## src/design/five_button_analog_pad_scanner_defines.svh

```systemverilog
// assertion macros for the five-button pad scanner
`ifndef FIVE_BUTTON_ANALOG_PAD_SCANNER_DEFINES_SVH
`define FIVE_BUTTON_ANALOG_PAD_SCANNER_DEFINES_SVH

`ifndef NO_ASSERTIONS
// checked on every rising edge, held off while reset is asserted
`define FBAPS_ASSERT(lbl, clk, rst_n, prop, msg) \
    lbl: assert property (@(posedge clk) disable iff (!rst_n) prop) else $error(msg);
// checked on every rising edge, reset included
`define FBAPS_ASSERT_ALWAYS(lbl, clk, prop, msg) \
    lbl: assert property (@(posedge clk) prop) else $error(msg);
`else
`define FBAPS_ASSERT(lbl, clk, rst_n, prop, msg)
`define FBAPS_ASSERT_ALWAYS(lbl, clk, prop, msg)
`endif

`endif

```

## src/design/fbaps_pkg.sv

```systemverilog
// package: types and constants of the five-button pad scanner
`timescale 1ns / 1ps

package fbaps_pkg;

    localparam int NUM_BUTTONS = 5;
    localparam int LEVEL_W     = 8;
    localparam int CODE_W      = 8;
    localparam int CFG_IDX_W   = 2;
    localparam int CFG_DATA_W  = 8;

    // stream widths
    localparam int IN_TDATA_W  = 24;  // 17 bits of fields, padded to bytes
    localparam int IN_TUSER_W  = 2;
    localparam int OUT_TDATA_W = 48;  // 47 bits of fields, padded to bytes
    localparam int OUT_TUSER_W = 2;

    // register reset values
    localparam logic [LEVEL_W-1:0] RST_STRONG_THRESHOLD = 8'd30;
    localparam logic [LEVEL_W-1:0] RST_WEAK_THRESHOLD   = 8'd200;
    localparam logic [7:0]         RST_LOCKOUT_TICKS    = 8'd5;
    localparam logic [CODE_W-1:0]  RST_FIRST_KEY_CODE   = 8'd30;

    typedef enum logic [1:0] {
        ACT_SCAN   = 2'd0,
        ACT_TICK   = 2'd1,
        ACT_REPORT = 2'd2
    } t_action;

    typedef enum logic [CFG_IDX_W-1:0] {
        CFG_STRONG_THRESHOLD = 2'd0,
        CFG_WEAK_THRESHOLD   = 2'd1,
        CFG_LOCKOUT_TICKS    = 2'd2,
        CFG_FIRST_KEY_CODE   = 2'd3
    } t_cfg_reg;

endpackage

```

## src/design/five_button_analog_pad_scanner.sv

```systemverilog
// top level: five-button analog pad scanner
//
//  channel   | direction | transfer carries
//  ----------+-----------+-------------------------------------------------
//  s_axis    | in        | one item: action, middle button, pair levels
//  m_axis    | out       | one result per item: slots, flags, pressed mask
//  cfg       | in        | register write: index and data, always ready
//
//  one item is taken per cycle while s_axis_tready is high; its result sits in
//  the output register in the cycle after the transfer
//  there is a single state/result register stage: decode, exclusion and flag
//  updates run combinationally on the stored state
//  s_axis_tready is high while the output register is empty or being drained
//  i_rst_n is synchronous and active low; there is no clearing pass
//  a stall on m_axis holds the result and stops intake in the same cycle
`timescale 1ns / 1ps

`include "five_button_analog_pad_scanner_defines.svh"

module five_button_analog_pad_scanner (
    input  logic                                i_clk,
    input  logic                                i_rst_n,
    // input stream
    input  logic                                s_axis_tvalid,
    output logic                                s_axis_tready,
    // [0] middle_pressed_raw, [8:1] pair_a_level, [16:9] pair_b_level, rest zero
    input  logic [fbaps_pkg::IN_TDATA_W-1:0]    s_axis_tdata,
    // [1:0] action
    input  logic [fbaps_pkg::IN_TUSER_W-1:0]    s_axis_tuser,
    // result stream
    output logic                                m_axis_tvalid,
    input  logic                                m_axis_tready,
    // [7:0] slot_one, [15:8] slot_two, [23:16] slot_three, [31:24] slot_four,
    // [39:32] slot_five, [40] report_needed, [41] lockout_active,
    // [46:42] pressed_mask, [47] zero
    output logic [fbaps_pkg::OUT_TDATA_W-1:0]   m_axis_tdata,
    // [0] is_report, [1] rebuilt
    output logic [fbaps_pkg::OUT_TUSER_W-1:0]   m_axis_tuser,
    // configuration writes
    input  logic                                i_cfg_valid,
    output logic                                o_cfg_ready,
    input  logic [fbaps_pkg::CFG_IDX_W-1:0]     i_cfg_index,
    input  logic [fbaps_pkg::CFG_DATA_W-1:0]    i_cfg_data
);
    import fbaps_pkg::*;

    // configuration registers
    logic [LEVEL_W-1:0]     r_strong_threshold;
    logic [LEVEL_W-1:0]     r_weak_threshold;
    logic [7:0]             r_lockout_ticks;
    logic [CODE_W-1:0]      r_first_key_code;

    // pad state: a button level is 0/1 once scanned; before the first scan
    // every stored level reads as nonzero (tracked by r_unscanned)
    logic [NUM_BUTTONS-1:0] r_level,    n_level;
    logic                   r_unscanned, n_unscanned;
    logic [NUM_BUTTONS-1:0] r_change,   n_change;
    logic [CODE_W-1:0]      r_slot [NUM_BUTTONS];
    logic [CODE_W-1:0]      n_slot [NUM_BUTTONS];
    logic                   r_needs_report, n_needs_report;
    logic                   r_lockout,      n_lockout;
    logic [7:0]             r_tick_count,   n_tick_count;

    // result register
    logic                   r_out_valid;
    logic [OUT_TDATA_W-1:0] r_out_tdata, n_out_tdata;
    logic [OUT_TUSER_W-1:0] r_out_tuser, n_out_tuser;

    logic                   in_xfer;
    logic                   cfg_xfer;
    t_action                action;
    logic                   mid_raw;
    logic [LEVEL_W-1:0]     lev_a;
    logic [LEVEL_W-1:0]     lev_b;
    logic [NUM_BUTTONS-1:0] stored_nz;   // stored level nonzero
    logic [NUM_BUTTONS-1:0] nv;          // freshly decoded levels
    logic [NUM_BUTTONS-1:0] diff;
    logic [7:0]             tick_inc;
    logic                   is_report;
    logic                   rebuilt;

    // output register drains or is empty: room for the next item
    assign s_axis_tready = !r_out_valid || m_axis_tready;
    assign in_xfer       = s_axis_tvalid && s_axis_tready;
    assign o_cfg_ready   = 1'b1;
    assign cfg_xfer      = i_cfg_valid && o_cfg_ready;

    assign action  = t_action'(s_axis_tuser);
    assign mid_raw = s_axis_tdata[0];
    assign lev_a   = s_axis_tdata[8:1];
    assign lev_b   = s_axis_tdata[16:9];

    assign stored_nz = r_level | {NUM_BUTTONS{r_unscanned}};
    assign tick_inc  = r_tick_count + 8'd1;

    // scan decode with exclusion against the stored levels
    always_comb begin
        nv = '0;
        if (!stored_nz[0]) begin
            // middle not held: read both analog pairs
            nv[1] = lev_a < r_strong_threshold;
            nv[2] = !nv[1] && (lev_a < r_weak_threshold);
            nv[3] = lev_b < r_strong_threshold;
            nv[4] = !nv[3] && (lev_b < r_weak_threshold);
            // any direction drops the middle button
            nv[0] = mid_raw && !(|nv[4:1]);
        end else begin
            nv[0] = mid_raw;
        end
        nv[0] = nv[0] && !(|stored_nz[4:1]);
        nv[1] = nv[1] && !stored_nz[2];
        nv[2] = nv[2] && !stored_nz[1];
        nv[3] = nv[3] && !stored_nz[4];
        nv[4] = nv[4] && !stored_nz[3];
        // before the first scan every button counts as changed
        diff = r_unscanned ? {NUM_BUTTONS{1'b1}} : (nv ^ r_level);
    end

    // next state and result for the accepted item
    always_comb begin
        n_level        = r_level;
        n_unscanned    = r_unscanned;
        n_change       = r_change;
        n_slot         = r_slot;
        n_needs_report = r_needs_report;
        n_lockout      = r_lockout;
        n_tick_count   = r_tick_count;
        is_report      = 1'b0;
        rebuilt        = 1'b0;

        unique case (action)
            ACT_SCAN: begin
                if (!r_lockout) begin
                    n_level     = nv;
                    n_unscanned = 1'b0;
                    n_change    = r_change | diff;
                    if (|diff) begin
                        n_lockout      = 1'b1;
                        n_needs_report = 1'b1;
                    end
                end
            end
            ACT_TICK: begin
                if (r_lockout) begin
                    // compare covers a limit lowered mid-lockout and a zero limit
                    if (tick_inc >= r_lockout_ticks) begin
                        n_tick_count = '0;
                        n_lockout    = 1'b0;
                    end else begin
                        n_tick_count = tick_inc;
                    end
                end
            end
            ACT_REPORT: begin
                is_report = 1'b1;
                if (r_needs_report) begin
                    rebuilt = 1'b1;
                    for (int i = 0; i < NUM_BUTTONS; i++) begin
                        if (r_change[i]) begin
                            n_slot[i] = stored_nz[i]
                                      ? r_first_key_code + CODE_W'(i) : '0;
                        end
                    end
                    n_change       = '0;
                    n_needs_report = 1'b0;
                end
            end
            default: begin
                // unused action code: state untouched
            end
        endcase

        n_out_tuser = {rebuilt, is_report};
        n_out_tdata = {1'b0,
                       n_level | {NUM_BUTTONS{n_unscanned}},
                       n_lockout,
                       n_needs_report,
                       n_slot[4], n_slot[3], n_slot[2], n_slot[1], n_slot[0]};
    end

    // configuration registers
    always_ff @(posedge i_clk) begin
        if (!i_rst_n) begin
            r_strong_threshold <= RST_STRONG_THRESHOLD;
            r_weak_threshold   <= RST_WEAK_THRESHOLD;
            r_lockout_ticks    <= RST_LOCKOUT_TICKS;
            r_first_key_code   <= RST_FIRST_KEY_CODE;
        end else if (cfg_xfer) begin
            unique case (t_cfg_reg'(i_cfg_index))
                CFG_STRONG_THRESHOLD: r_strong_threshold <= i_cfg_data;
                CFG_WEAK_THRESHOLD:   r_weak_threshold   <= i_cfg_data;
                CFG_LOCKOUT_TICKS:    r_lockout_ticks    <= i_cfg_data;
                CFG_FIRST_KEY_CODE:   r_first_key_code   <= i_cfg_data;
                default: begin
                end
            endcase
        end
    end

    // pad state
    always_ff @(posedge i_clk) begin
        if (!i_rst_n) begin
            r_level        <= '0;
            r_unscanned    <= 1'b1;
            r_change       <= '0;
            r_needs_report <= 1'b1;
            r_lockout      <= 1'b0;
            r_tick_count   <= '0;
            for (int i = 0; i < NUM_BUTTONS; i++) begin
                r_slot[i] <= '0;
            end
        end else if (in_xfer) begin
            r_level        <= n_level;
            r_unscanned    <= n_unscanned;
            r_change       <= n_change;
            r_needs_report <= n_needs_report;
            r_lockout      <= n_lockout;
            r_tick_count   <= n_tick_count;
            r_slot         <= n_slot;
        end
    end

    // result register
    always_ff @(posedge i_clk) begin
        if (!i_rst_n) begin
            r_out_valid <= 1'b0;
        end else if (in_xfer) begin
            r_out_valid <= 1'b1;
        end else if (m_axis_tready) begin
            r_out_valid <= 1'b0;
        end
    end

    always_ff @(posedge i_clk) begin
        if (in_xfer) begin
            r_out_tdata <= n_out_tdata;
            r_out_tuser <= n_out_tuser;
        end
    end

    assign m_axis_tvalid = r_out_valid;
    assign m_axis_tdata  = r_out_tdata;
    assign m_axis_tuser  = r_out_tuser;

    // the tick counter only runs inside a lockout
    `FBAPS_ASSERT(a_tick_in_lockout, i_clk, i_rst_n,
        (r_tick_count != 8'd0) |-> r_lockout,
        "tick count nonzero outside lockout")
    // a scan taken during lockout leaves the button levels alone
    `FBAPS_ASSERT(a_lockout_holds_levels, i_clk, i_rst_n,
        (in_xfer && action == ACT_SCAN && r_lockout) |=> $stable(r_level),
        "scan during lockout changed button levels")
    // a scan that changes any button starts the lockout
    `FBAPS_ASSERT(a_change_starts_lockout, i_clk, i_rst_n,
        (in_xfer && action == ACT_SCAN && !r_lockout && (diff != '0)) |=> r_lockout,
        "button change did not start lockout")
    // a rebuilt report always leaves no report pending
    `FBAPS_ASSERT(a_rebuilt_clears_need, i_clk, i_rst_n,
        (r_out_valid && r_out_tuser[1]) |-> (r_out_tuser[0] && !r_out_tdata[40]),
        "rebuilt report left a report pending")

endmodule
```

## config.mk

```make
export PLATFORM = sky130hd
export DESIGN_NAME = five_button_analog_pad_scanner
export DESIGN_NICKNAME = d
export VERILOG_FILES = /design/src/design/fbaps_pkg.sv /design/src/design/five_button_analog_pad_scanner.sv
export VERILOG_INCLUDE_DIRS = /design/src /design/src/design
export SDC_FILE = /design/constraint.sdc
export NUM_CORES = 1
export LEC_CHECK = 0
export BUFFER_PORTS_ARGS = -buffer_cell sky130_fd_sc_hd__buf_2
export CELL_PAD_IN_SITES_DETAIL_PLACEMENT = 1
export CELL_PAD_IN_SITES_GLOBAL_PLACEMENT = 1
export CORE_UTILIZATION = 44
export DETAILED_ROUTE_END_ITERATION = 16
export GPL_ROUTABILITY_DRIVEN = 0
export HOLD_SLACK_MARGIN = 0.08
export MAX_ROUTING_LAYER = met4
export PLACE_DENSITY = 0.87
export SLEW_MARGIN = 20
export SYNTH_ARGS = -nofsm -noshare
export SYNTH_HDL_FRONTEND = slang
export SYNTH_SLANG_ARGS = --single-unit
```

## constraint.sdc

```tcl
create_clock -name i_clk -period 3.22 [get_ports i_clk]
set_input_delay 0.644 -clock i_clk [delete_from_list [all_inputs] [get_ports i_clk]]
set_output_delay 0.644 -clock i_clk [all_outputs]
set_load 0.02 [all_outputs]
```

=== Word-level counts from Yosys, hierarchy flattened ===
Index checks and enable logic that the tools add are counted.

* Mux-type cells: 35
* Reduce and logical (&&, ||, !) cells: 32
* $lt $le $gt $ge: 5
* Equal/unequal tests: 7
* Add/sub/neg operators: 5
* Bitwise logic cells: 4

{| class="wikitable"
|+ Operator list
! cell !! number
|-
| 8-bit 2-to-1 mux || 11
|-
| 40-bit 2-to-1 mux || 2
|-
| 8-bit less-than comparator || 4
|-
| 5-bit 2-to-1 mux || 5
|-
| 8-bit by 1-bit adder with 8-bit output (second input constant) || 2
|-
| 8-bit by 2-bit adder with 8-bit output (second input constant) || 2
|-
| 5-bit bitwise OR || 3
|-
| 1-bit 2-to-1 mux || 13
|-
| 5-bit case mux with 2 select lines || 1
|-
| 1-bit logical AND || 9
|-
| 1-bit logical NOT || 9
|-
| 8-bit by 3-bit adder with 8-bit output (second input constant) || 1
|-
| 8-bit greater-or-equal comparator || 1
|-
| 2-bit AND reduction || 4
|-
| 4-bit OR reduction || 2
|-
| 2-bit equality test (second input constant) || 3
|-
| 5-bit OR reduction || 1
|-
| 5-bit bitwise XOR || 1
|-
| 2-bit by 1-bit equality test with 1-bit output (second input constant) || 2
|-
| 2-bit logical NOT || 2
|-
| 4-bit 2-to-1 mux || 1
|-
| 2-bit inequality test (second input constant) || 2
|-
| 1-bit case mux with 2 select lines || 2
|-
| 4-bit AND reduction || 1
|-
| other kinds (3) || 4
|}

* Output and inout bits: 53
* Register bits after elaboration: 143

=== Logic depth before layout (Yosys ltp) ===
Gate-level depths: netlist of the first run.

* Depth in word-level cells: 14
* Mapped depth: 13

=== Least setup slack after synthesis of the first run ===
Ideal clock, no wire load.

* Path type: in2reg
* From: input port m_axis_tready
* To: register r_out_tdata[0], in the netlist m_axis_tdata[0] (enable)
* Path buffers: 1
* Path slack: 2 ps
* Stages: 4
* Setup time: 432 ps
* Arrival: 2786 ps
* Cell sequence: nand2b_1 > nand2_1 > inv_2 > buf_1

* Longest elaborated chain between the ends: 2

{| class="wikitable"
|+ RTL lines
! item !! RTL line !! source
|-
| start, declared || five_button_analog_pad_scanner.sv:32 || <nowiki>input logic m_axis_tready,</nowiki>
|-
| 1-bit logical OR || five_button_analog_pad_scanner.sv:83 || <nowiki>assign s_axis_tready = !r_out_valid || m_axis_tready;</nowiki>
|-
| 1-bit logical AND || five_button_analog_pad_scanner.sv:84 || <nowiki>assign in_xfer = s_axis_tvalid && s_axis_tready;</nowiki>
|-
| named net in_xfer || five_button_analog_pad_scanner.sv:69 || <nowiki>logic in_xfer;</nowiki>
|-
| end signal, assigned || five_button_analog_pad_scanner.sv:236 || <nowiki>r_out_tdata <= n_out_tdata;</nowiki>
|-
| end, declared || five_button_analog_pad_scanner.sv:66 || <nowiki>logic [OUT_TDATA_W-1:0] r_out_tdata, n_out_tdata;</nowiki>
|}

The timed path passes the listed nets, and every way through them passes these cells.
A chain may end at the register's enable or synchronous reset.

=== Worst setup path in the final report of the first run ===
* From: register r_tick_count[2]
* To: register r_tick_count[5]

* Longest elaborated chain between the ends: 3

{| class="wikitable"
|+ RTL lines
! item !! RTL line !! source
|-
| start, declared || five_button_analog_pad_scanner.sv:62 || <nowiki>logic [7:0] r_tick_count, n_tick_count;</nowiki>
|-
| start signal, assigned || five_button_analog_pad_scanner.sv:218 || <nowiki>r_tick_count <= n_tick_count;</nowiki>
|-
| 8-bit by 1-bit adder with 8-bit output (*) || five_button_analog_pad_scanner.sv:94 || <nowiki>assign tick_inc = r_tick_count + 8'd1;</nowiki>
|-
| 8-bit greater-or-equal comparator || five_button_analog_pad_scanner.sv:146 || <nowiki>if (tick_inc >= r_lockout_ticks) begin</nowiki>
|-
| 8-bit 2-to-1 mux (*) || five_button_analog_pad_scanner.sv:146 ||
|}

Every way passes the cells marked *; elsewhere a longest branch is shown, timed or not.

==> impl_metrics.ini, run 1 <==
[logic_synthesis]
ys_warn_count = 0
synth_flop_cell = dfxtp_1
ys_seq_area_share_pct = 48.0
async_reset_ff_share_pct = 0
synth_seq_cells = 143
postSynthNetCount = 885
syn-cell-area_um2 = 6990
synth_cells = 802
synth_area_per_cell_um2 = 8.71
synth_edf_count = 49
ys_types = 57

[critical_path]
path_class = register to register
arrival_ns = 3.25
r2r_slack_ns = 0.33
r2r-end = r_tick_count[5]
cp.required_ns = 3.58
critPathTopFamily = compound AO/OA/AOI/OAI gates
critPathBufInv = 1
path_max_fanout = 5
worstReg2RegStart = r_tick_count[2]
end_kind = register
cpMostUsedCell = nand3_1
cp_slowest_cell = a2111oi_0
critPathLaunchType = register
crit_path_max_incr_delay_ns = 0.56
cp_cell_sequence = nand3_1 -> inv_1 -> nand3_1 -> xnor2_1 -> ha_1 -> a2111oi_0 -> nand2b_1 -> a21oi_1 -> o21ai_1 -> or4_1 -> o21ai_0
reg2reg_depth = 11

[floorplanning]
row_count = 45
die_area_um2 = 16400
initial_core_util_pct = 45.5
core_region_area_um2 = 15400
die_w_um = 128
dieHeight_um = 128
ioPinCount = 94

[power_and_ir_drop]
power.share.sequential_pct = 45.0
internal-power_uw = 3290
combPwrFrac_pct = 10.7
netSwitchingFraction_pct = 25.3
p_clk_share_pct = 44.3
irDropWorstVdd_uv = 374
p_leak_uw = 0.00330
power.switching_uw = 1110
power_density_nw_per_um2 = 538
fin_total_pwr_uw = 4410

[timing]
tightest_slew_ns = 0.718
final_hold_viol_count = 0
period_needed_ns = 2.89
whs_ns = 0.457
slew_violations = 0
timing.setup.tns_ns = 0
skew_ns = 0.00873
max_clock_freq_ghz = 0.345
rsz0062_at_grt = no
period_share_pct = 89.9
setup_viol = 0
max-slew-margin-rel_pct = 52.0

[global_route]
met3_usage_pct = 5.13
grt.busiest_layer = met2
grt_use_total_pct = 24.9
grt_use_met1_pct = 28.4
grt_max_degree = 38
first_global_vias = 6109
grtUsageMet2_pct = 43.0
overflow = 0
grt_pass1_wl_mm = 30.6
grt_antenna_before_repair = 1

[clock_network]
cts_made_buffers = 17
clockBufferDepth = 2
ctsHoldBuffers = 0
cts_sinks = 143
clock_latency_ns = 0.43
cts_setup_buffers = 0
cts_root_buf = clkbuf_16
ctsResizeCount = 0
cts_max_level = 4
cts_tree = yes
path_clk_slew_ns = 0.06

[finish]
drive_above_1_share_pct = 16.0
final_cell_mix = nand2_1, dfxtp_1, buf_2
area_delta_synth_final_pct = 17.3
nets = 957
final_common_cell = nand2_1
fill_cells = 1826
finalInstanceArea_um2 = 8200

[outcome]
outcome = complete, no violations

[drt]
antenna_left = 0
routed_wl_mm = 18.8
drtIter0Drc = 353
vias = 5893
first_pass_iters = 5
drc = 0
via_per_inst = 5.36
routedWlPerCell_um = 17.1

[run]
max_cap_viol_count = 0

[placed_design]
hpwlAfterDp_mm = 13.1
place_area_um2 = 7610
io_buffers = 84

[worst_hold_path]
holdPathStages = 2
min_to = r_slot[17]
min_from = r_slot[17]
holdCritPathClass = register to register
## stage by stage
| step | cells | worst slack, ns | utilization (%) |
|---|---|---|---|
| after CTS | 1098 | 0.342 | 53.3 |
| after global routing | 1099 | 0.0493 | 53.3 |
| after floorplan | 802 | 0.00158 | - |
| after global placement | 1066 | 0.192 | 49.5 |
| after detailed placement | 1066 | 0.134 | 49.5 |
| final | 1099 | 0.326 | 53.3 |
## cells in the mapped netlist (6+ instances only)
master / instances / area, um2
nand2_1: 191 / 717
dfxtp_1: 94 / 1880
a21oi_1: 79 / 395
nor2_1: 62 / 233
edfxtp_1: 49 / 1470
ha_1: 42 / 526
o21ai_0: 34 / 170
inv_1: 33 / 124
clkbuf_1: 28 / 105
nand3_1: 18 / 90.1
xnor2_1: 17 / 149
o31ai_1: 16 / 120
nor3_1: 14 / 70.1
xor2_1: 14 / 123
o21ai_1: 10 / 50.1
nand2b_1: 7 / 43.8
buf_1: 6 / 22.5
mux2i_1: 6 / 60.1
o211ai_1: 6 / 45.0
## flip-flops by register name, summed over array words and instances, names as in the netlist, 2 cells and up
name and cells:
m_axis_tdata 47, m_axis_tuser 2, r_change 5, r_first_key_code 8, r_level 5, r_lockout_ticks 8, r_slot 40, r_strong_threshold 8
r_tick_count 8, r_weak_threshold 8
## power by group through the flow
stage               clock network, uW  logic, uW  registers (uW)
floorplan                           0        267            2050
global placement                    0        448            2020
detailed placement                  0        466            2020
CTS                              1970        474            1980
global route                     2050        523            1990
finish                           1950        473            1980
## worst max-delay path by stage
stage / startpoint / end / slack [ns] / cells past startpoint
6_report: r_tick_count[2] / r_tick_count[5] / 0.33 / 11
5_1_grt: r_tick_count[0] / m_axis_tdata[41] / 0.05 / 11
4_1_cts: r_tick_count[2] / r_tick_count[5] / 0.34 / 11
3_5_place_dp: s_axis_tdata[3] / m_axis_tdata[40] / 0.13 / 9
3_3_place_gp: s_axis_tdata[3] / m_axis_tdata[40] / 0.19 / 9
2_1_floorplan: m_axis_tready / m_axis_tdata[0] / 0.002 / 4
## cell families after synthesis
| kind of cell | after synthesis | share of synthesized area, % |
|---|---|---|
| AOI/OAI and AO/OA | 173 | 14.9 |
| adders and majority gates | 42 | 7.52 |
| buffers and inverters | 77 | 4.44 |
| xor gates and xnor gates | 31 | 3.88 |
| other | 2 | 0.107 |
| DFF | 143 | 48.0 |
| and+or+nand+nor | 326 | 20.0 |
| muxes | 8 | 1.18 |
## tightest hold or removal path: cells and delay by family, from the launching register on
kind	cells	cell delay, ns
AO/OA/AOI/OAI	1	0.05
flip-flops	1	0.31
AND/OR/NAND/NOR	1	0.05
## routing by layer
| layer | vias up | share of wire [%] | wire length (um) |
|---|---|---|---|
| met3 | 32 | 3.9 | 728 |
| met5 | - | 0 | 0 |
| met1 | 2838 | 43 | 8050 |
| met4 | 0 | 2.1 | 386 |
| li1 | 2892 | - | - |
| met2 | 131 | 51 | 9630 |
## final cells by class
type                            count  area (um2)  share of cell area, %
Multi-Input combinational cell    582        3330                   40.6
Tap cell                          211         264                   3.22
Inverter                           34         128                   1.56
Clock buffer                       24         514                   6.27
Antenna cell                        1        2.50                 0.0305
Sequential cell                   143        3350                   40.9
Timing Repair Buffer               96         536                   6.53
Clock inverter                      8        75.1                  0.916
Power figures use the tool's default switching activity.
==> run 2, diff against run 1 <==
- ABC_AREA: not set -> 1
- CORE_UTILIZATION: 44 -> 43
- PLACE_DENSITY: 0.87 -> 0.86
==> impl_metrics.ini, run 2 <==
[outcome]
outcome = complete, no violations

[critical_path]
critPathLaunchType = register
worstReg2RegStart = r_tick_count[0]
end_kind = register
critPathBufInv = 0
cp_cell_sequence = nand3_1 -> nand3b_1 -> nand3b_1 -> xnor2_1 -> ha_1 -> a21oi_1 -> o21a_1 -> nand3_1 -> nor2_1 -> a22oi_1 -> nor2_1
path_max_fanout = 7
critPathTopFamily = simple AND/OR/NAND/NOR gates
r2r_slack_ns = 0.64
arrival_ns = 2.94
cp_slowest_cell = dfxtp_1
r2r-end = r_tick_count[6]
crit_path_max_incr_delay_ns = 0.41
reg2reg_depth = 11
cp.required_ns = 3.58
path_class = register to register

[floorplanning]
initial_core_util_pct = 44.4
die_area_um2 = 17100
row_count = 46
die_w_um = 131
dieHeight_um = 131
core_region_area_um2 = 16100
ioPinCount = 94

[finish]
area_delta_synth_final_pct = 17.2
fill_cells = 1947
largest_reg_flops = 47
fin_cells = 1160
final_cell_mix = inv_1, nand2_1, a21oi_1
post-route-util_pct = 52.0
diodes = 0
final_common_cell = inv_1
nets = 1014
drive_above_1_share_pct = 17.5

[placed_design]
place_inst = 1128
io_buffers = 84
hpwlAfterDp_mm = 13.1

[power_and_ir_drop]
netSwitchingFraction_pct = 26.3
p_clk_share_pct = 43.3
irDropWorstVdd_uv = 417
power.share.sequential_pct = 43.2
power.switching_uw = 1250
combPwrFrac_pct = 13.5
power_density_nw_per_um2 = 569
internal-power_uw = 3500
p_leak_uw = 0.00390

[timing]
final_hold_viol_count = 0
max_clock_freq_ghz = 0.388
period_share_pct = 80.1
slew_violations = 0
period_needed_ns = 2.58
skew_ns = 0.0144
setup_viol = 0
timing.setup.tns_ns = 0
rsz0062_at_grt = no
tightest_slew_ns = 0.749
max-slew-margin-rel_pct = 50.1

[worst_hold_path]
min_from = r_lockout_ticks[5]
holdPathStages = 2
holdCritPathClass = register to register
min_to = r_lockout_ticks[5]

[logic_synthesis]
synth_flop_cell = dfxtp_1
synth_seq_cells = 143
async_reset_ff_share_pct = 0
postSynthNetCount = 934
synth_edf_count = 49
ys_warn_count = 0
synth.largest_area_cell = dfxtp_1
synth_top_area_share_pct = 26.4
ys_types = 42
syn-cell-area_um2 = 7130
ys_seq_area_share_pct = 47.1
synth_area_per_cell_um2 = 8.37
synth_common_cells = inv_1, nand2_1, a21oi_1
synth_cells = 851
synth_top_cells_by_area = dfxtp_1, edfxtp_1, inv_1
synth.most_common_cell = inv_1

[drt]
drtIter0Drc = 316
maxUsedRoutingLayer = met4
antenna_left = 0
via_per_inst = 5.13
dr_wl_met2_mm = 9.70
wl_met1_mm = 7.81
routed_wl_mm = 18.4
routedWlPerCell_um = 15.9
first_pass_iters = 4
met3_length_um = 573
vias = 5950
drc = 0

[clock_network]
cts_tree = yes
clockBufferDepth = 2
cts_sinks = 143
cts_max_level = 4
path_clk_slew_ns = 0.07
clock_latency_ns = 0.43
ctsResizeCount = 0
cts_setup_buffers = 0
ctsHoldBuffers = 0
cts_root_buf = clkbuf_16
cts_made_buffers = 17

[global_route]
grt_pass1_wl_mm = 29.6
grt_use_total_pct = 23.6
grt_max_degree = 83
overflow = 0
first_global_vias = 5941
grt_antenna_before_repair = 0

[run]
max_cap_viol_count = 0
run 2: how the worst max path moves through the flow:
stage                                from               end  cells after the start
after floorplan             m_axis_tready   r_tick_count[1]                      8
after global placement    s_axis_tdata[6]  m_axis_tdata[40]                     14
after detailed placement  s_axis_tdata[8]  m_axis_tdata[40]                     14
after CTS                 r_tick_count[0]   r_tick_count[6]                     11
after global routing      r_tick_count[0]   r_tick_count[5]                     11
final                     r_tick_count[0]   r_tick_count[6]                     11
run 2: layout make-up:
type,instances,area (um2),share of cell area [%]
inverters,169,637,7.62
multi-input cells,508,2990,35.8
clock inverters,15,194,2.32
flip-flops and latches,143,3350,40.1
clock buffers,17,425,5.09
well taps,216,270,3.24
repair buffers,92,480,5.75
run 2: metrics by stage:
stage,total power [uW],cell area [um2],hold slack (ns),setup slack [ns]
2_1_floorplan,2520,7130,0.435,0.718
3_3_place_gp,2690,7730,0.451,0.694
3_5_place_dp,2720,7730,0.454,0.646
4_1_cts,4780,8350,0.465,0.597
5_1_grt,4940,8350,0.492,0.322
6_report,4750,8350,0.461,0.641
run 2: cell families after synthesis:
kind of cell	after synthesis	share of synthesized area, %
adders and majority gates	42	7.37
AOI/OAI and AO/OA	237	18.1
xor gates and xnor gates	20	2.46
and+or+nand+nor	207	14.0
buffers and inverters	200	11.0
DFF	143	47.1
other	2	0.105
run 2: layer usage:
| metal | up-vias | GRT usage, % |
|---|---|---|
| met5 | - | - |
| met4 | 0 | 9.40 |
| met3 | 23 | 3.79 |
| met2 | 105 | 40.8 |
| met1 | 2862 | 27.2 |
| li1 | 2960 | - |
run 2: power by group through the flow:
stage	Sequential, uW	Clock, uW	Combinational (uW)
floorplan	2140	0	381
finish	2050	2060	643
global placement	2080	0	607
CTS	2050	2080	648
detailed placement	2090	0	636
global route	2060	2160	720
run 2: worst reg2reg max path: stages (launching register included):
cell	delay [ns]
dfxtp_1	0.41
nand3_1	0.13
nand3b_1	0.21
nand3b_1	0.19
xnor2_1	0.21
ha_1	0.29
a21oi_1	0.18
o21a_1	0.14
nand3_1	0.09
nor2_1	0.41
a22oi_1	0.14
nor2_1	0.11
==> run 3, diff against run 2 <==
- CORE_UTILIZATION: 43 -> 39
- PLACE_DENSITY: 0.86 -> 0.83
- clock period: 3.22 -> 2.15 ns (I/O delays scaled with it)
==> impl_metrics.ini, run 3 (synthesis gave the netlist of run 2 again) <==
[power_and_ir_drop]
power.share.sequential_pct = 43.6
netSwitchingFraction_pct = 28.9
p_clk_share_pct = 40.7
internal-power_uw = 5020
power_density_nw_per_um2 = 786
power.switching_uw = 2040
irDropWorstVdd_uv = 604
combPwrFrac_pct = 15.7
p_leak_uw = 0.00407

[floorplanning]
row_count = 49
core_region_area_um2 = 18000
die_area_um2 = 18800
dieHeight_um = 137
ioPinCount = 94
die_w_um = 137
initial_core_util_pct = 39.7

[outcome]
violations = setup timing
outcome = complete, but fails checks

[drt]
routedWlPerCell_um = 16.3
drc = 0
antenna_left = 0
first_pass_iters = 4
vias = 6262
via_per_inst = 5.17
drtIter0Drc = 194
routed_wl_mm = 19.8

[finish]
diodes = 0
nets = 1053
final_cell_mix = inv_1, a21oi_1, nand2_1
area_delta_synth_final_pct = 25.9
register_area_um2 = 3370
largest_reg_flops = 47
drive_above_1_share_pct = 28.8
post-route-util_pct = 49.9
final_common_cell = inv_1
multi_input_area_um2 = 3300
fill_cells = 2162

[clock_network]
cts_sinks = 143
clock_latency_ns = 0.43
cts_max_level = 4
cts_made_buffers = 17
path_clk_slew_ns = 0.06
cts_tree = yes
clockBufferDepth = 2
cts_root_buf = clkbuf_16
ctsHoldBuffers = 0

[timing]
max_clock_freq_ghz = 0.449
period_needed_ns = 2.23
period_share_pct = 104
setup_viol = 8
final_hold_viol_count = 0
rsz0062_at_grt = yes
max-slew-margin-rel_pct = 64.2
timing.setup.tns_ns = -0.323
whs_ns = 0.286
layout_setup_ws_ns = -0.0760
tightest_slew_ns = 0.532
slew_violations = 0
skew_ns = 0.00609

[global_route]
grt_use_total_pct = 22.3
first_global_vias = 6164
overflow = 0
grt_max_degree = 53
grt_pass1_wl_mm = 30.7
grt_antenna_before_repair = 0

[worst_hold_path]
holdPathStages = 3
min_from = i_cfg_data[6]
holdCritPathClass = primary input to register

[critical_path]
critPathLaunchType = register
worstReg2RegStart = r_tick_count[0]
cp_cell_sequence = nand3_2 -> nand3b_1 -> nand3b_1 -> xnor2_2 -> ha_1 -> nand2_2 -> nor2_2 -> nand4_1 -> nand3_2 -> inv_2 -> o21ai_2 -> nand2_1
critPathLaunch = r_tick_count[0]
arrival_ns = 2.41
reg2reg_depth = 12
cp.required_ns = 2.33
end_kind = register
cp_slowest_cell = dfxtp_2
crit_path_max_incr_delay_ns = 0.35
path_max_fanout = 3
path_class = register to register

[placed_design]
io_buffers = 84
hpwlAfterDp_mm = 14.1

[run]
max_cap_viol_count = 0
## run 3: changes by cell type in the layout (fill, tap and decap cells not counted), sizes merged
| cell | previous run | this run |
|---|---|---|
| clkinv | 9 | 4 |
| buf | 92 | 131 |
| bufinv | 4 | 1 |
| clkinvlp | 1 | 3 |
| inv | 170 | 176 |
## run 3: final timing paths
path                          to  slack (ns)
max             m_axis_tdata[41]       -0.08
max reg2reg     m_axis_tdata[41]       -0.08
min          r_weak_threshold[6]        0.29
min reg2reg   r_lockout_ticks[4]        0.46
## run 3: metrics by stage
stage	power, uW	worst slack, ns	instance area [um2]	std cells
2_1_floorplan	3780	0.0285	7130	851
4_1_cts	7040	-0.0402	8670	1207
3_3_place_gp	4080	-0.125	8030	1175
6_report	7050	-0.0760	8970	1212
3_5_place_dp	4140	-0.175	8030	1175
5_1_grt	7380	-0.249	8970	1212
## run 3: repair_timing
action	in CTS	in global routing
setup endpoints to repair	10	12
gates cloned	0	0
gates resized for setup	14	69
pin swaps	8	39
setup buffers	1	5
## run 3: routing by layer
metal  part of all wire (%)  GRT usage, %  wire, um
met5                      0             -         0
met2                     54          40.3     10600
met1                     41          24.6      8150
met3                    3.4          4.45       675
met4                    1.7          6.41       346
## run 3: power groups by stage
stage	Combinational (uW)	Sequential, uW	Clock [uW]
final	1110	3070	2870
after global routing	1230	3090	3050
after CTS	1030	3070	2930
after detailed placement	1010	3130	0
after global placement	962	3120	0
after floorplan	571	3210	0
## run 3: final cells by class
| type | instances | share of cell area (%) |
|---|---|---|
| clock buffers | 17 | 4.74 |
| clock inverters | 15 | 1.65 |
| inverters | 169 | 7.15 |
| multi-input cells | 508 | 36.8 |
| flip-flops and latches | 143 | 37.6 |
| well taps | 229 | 3.19 |
| repair buffers | 131 | 8.90 |
## run 3: worst max-delay path: cells and delay by family (launching register included)
kind                       cells  cell delay [ns]
DFF                            1             0.35
buffers and inverters          1             0.05
adders and majority gates      1             0.31
AOI/OAI and AO/OA              1             0.14
xor gates and xnor gates       1             0.17
and+or+nand+nor                8             0.97
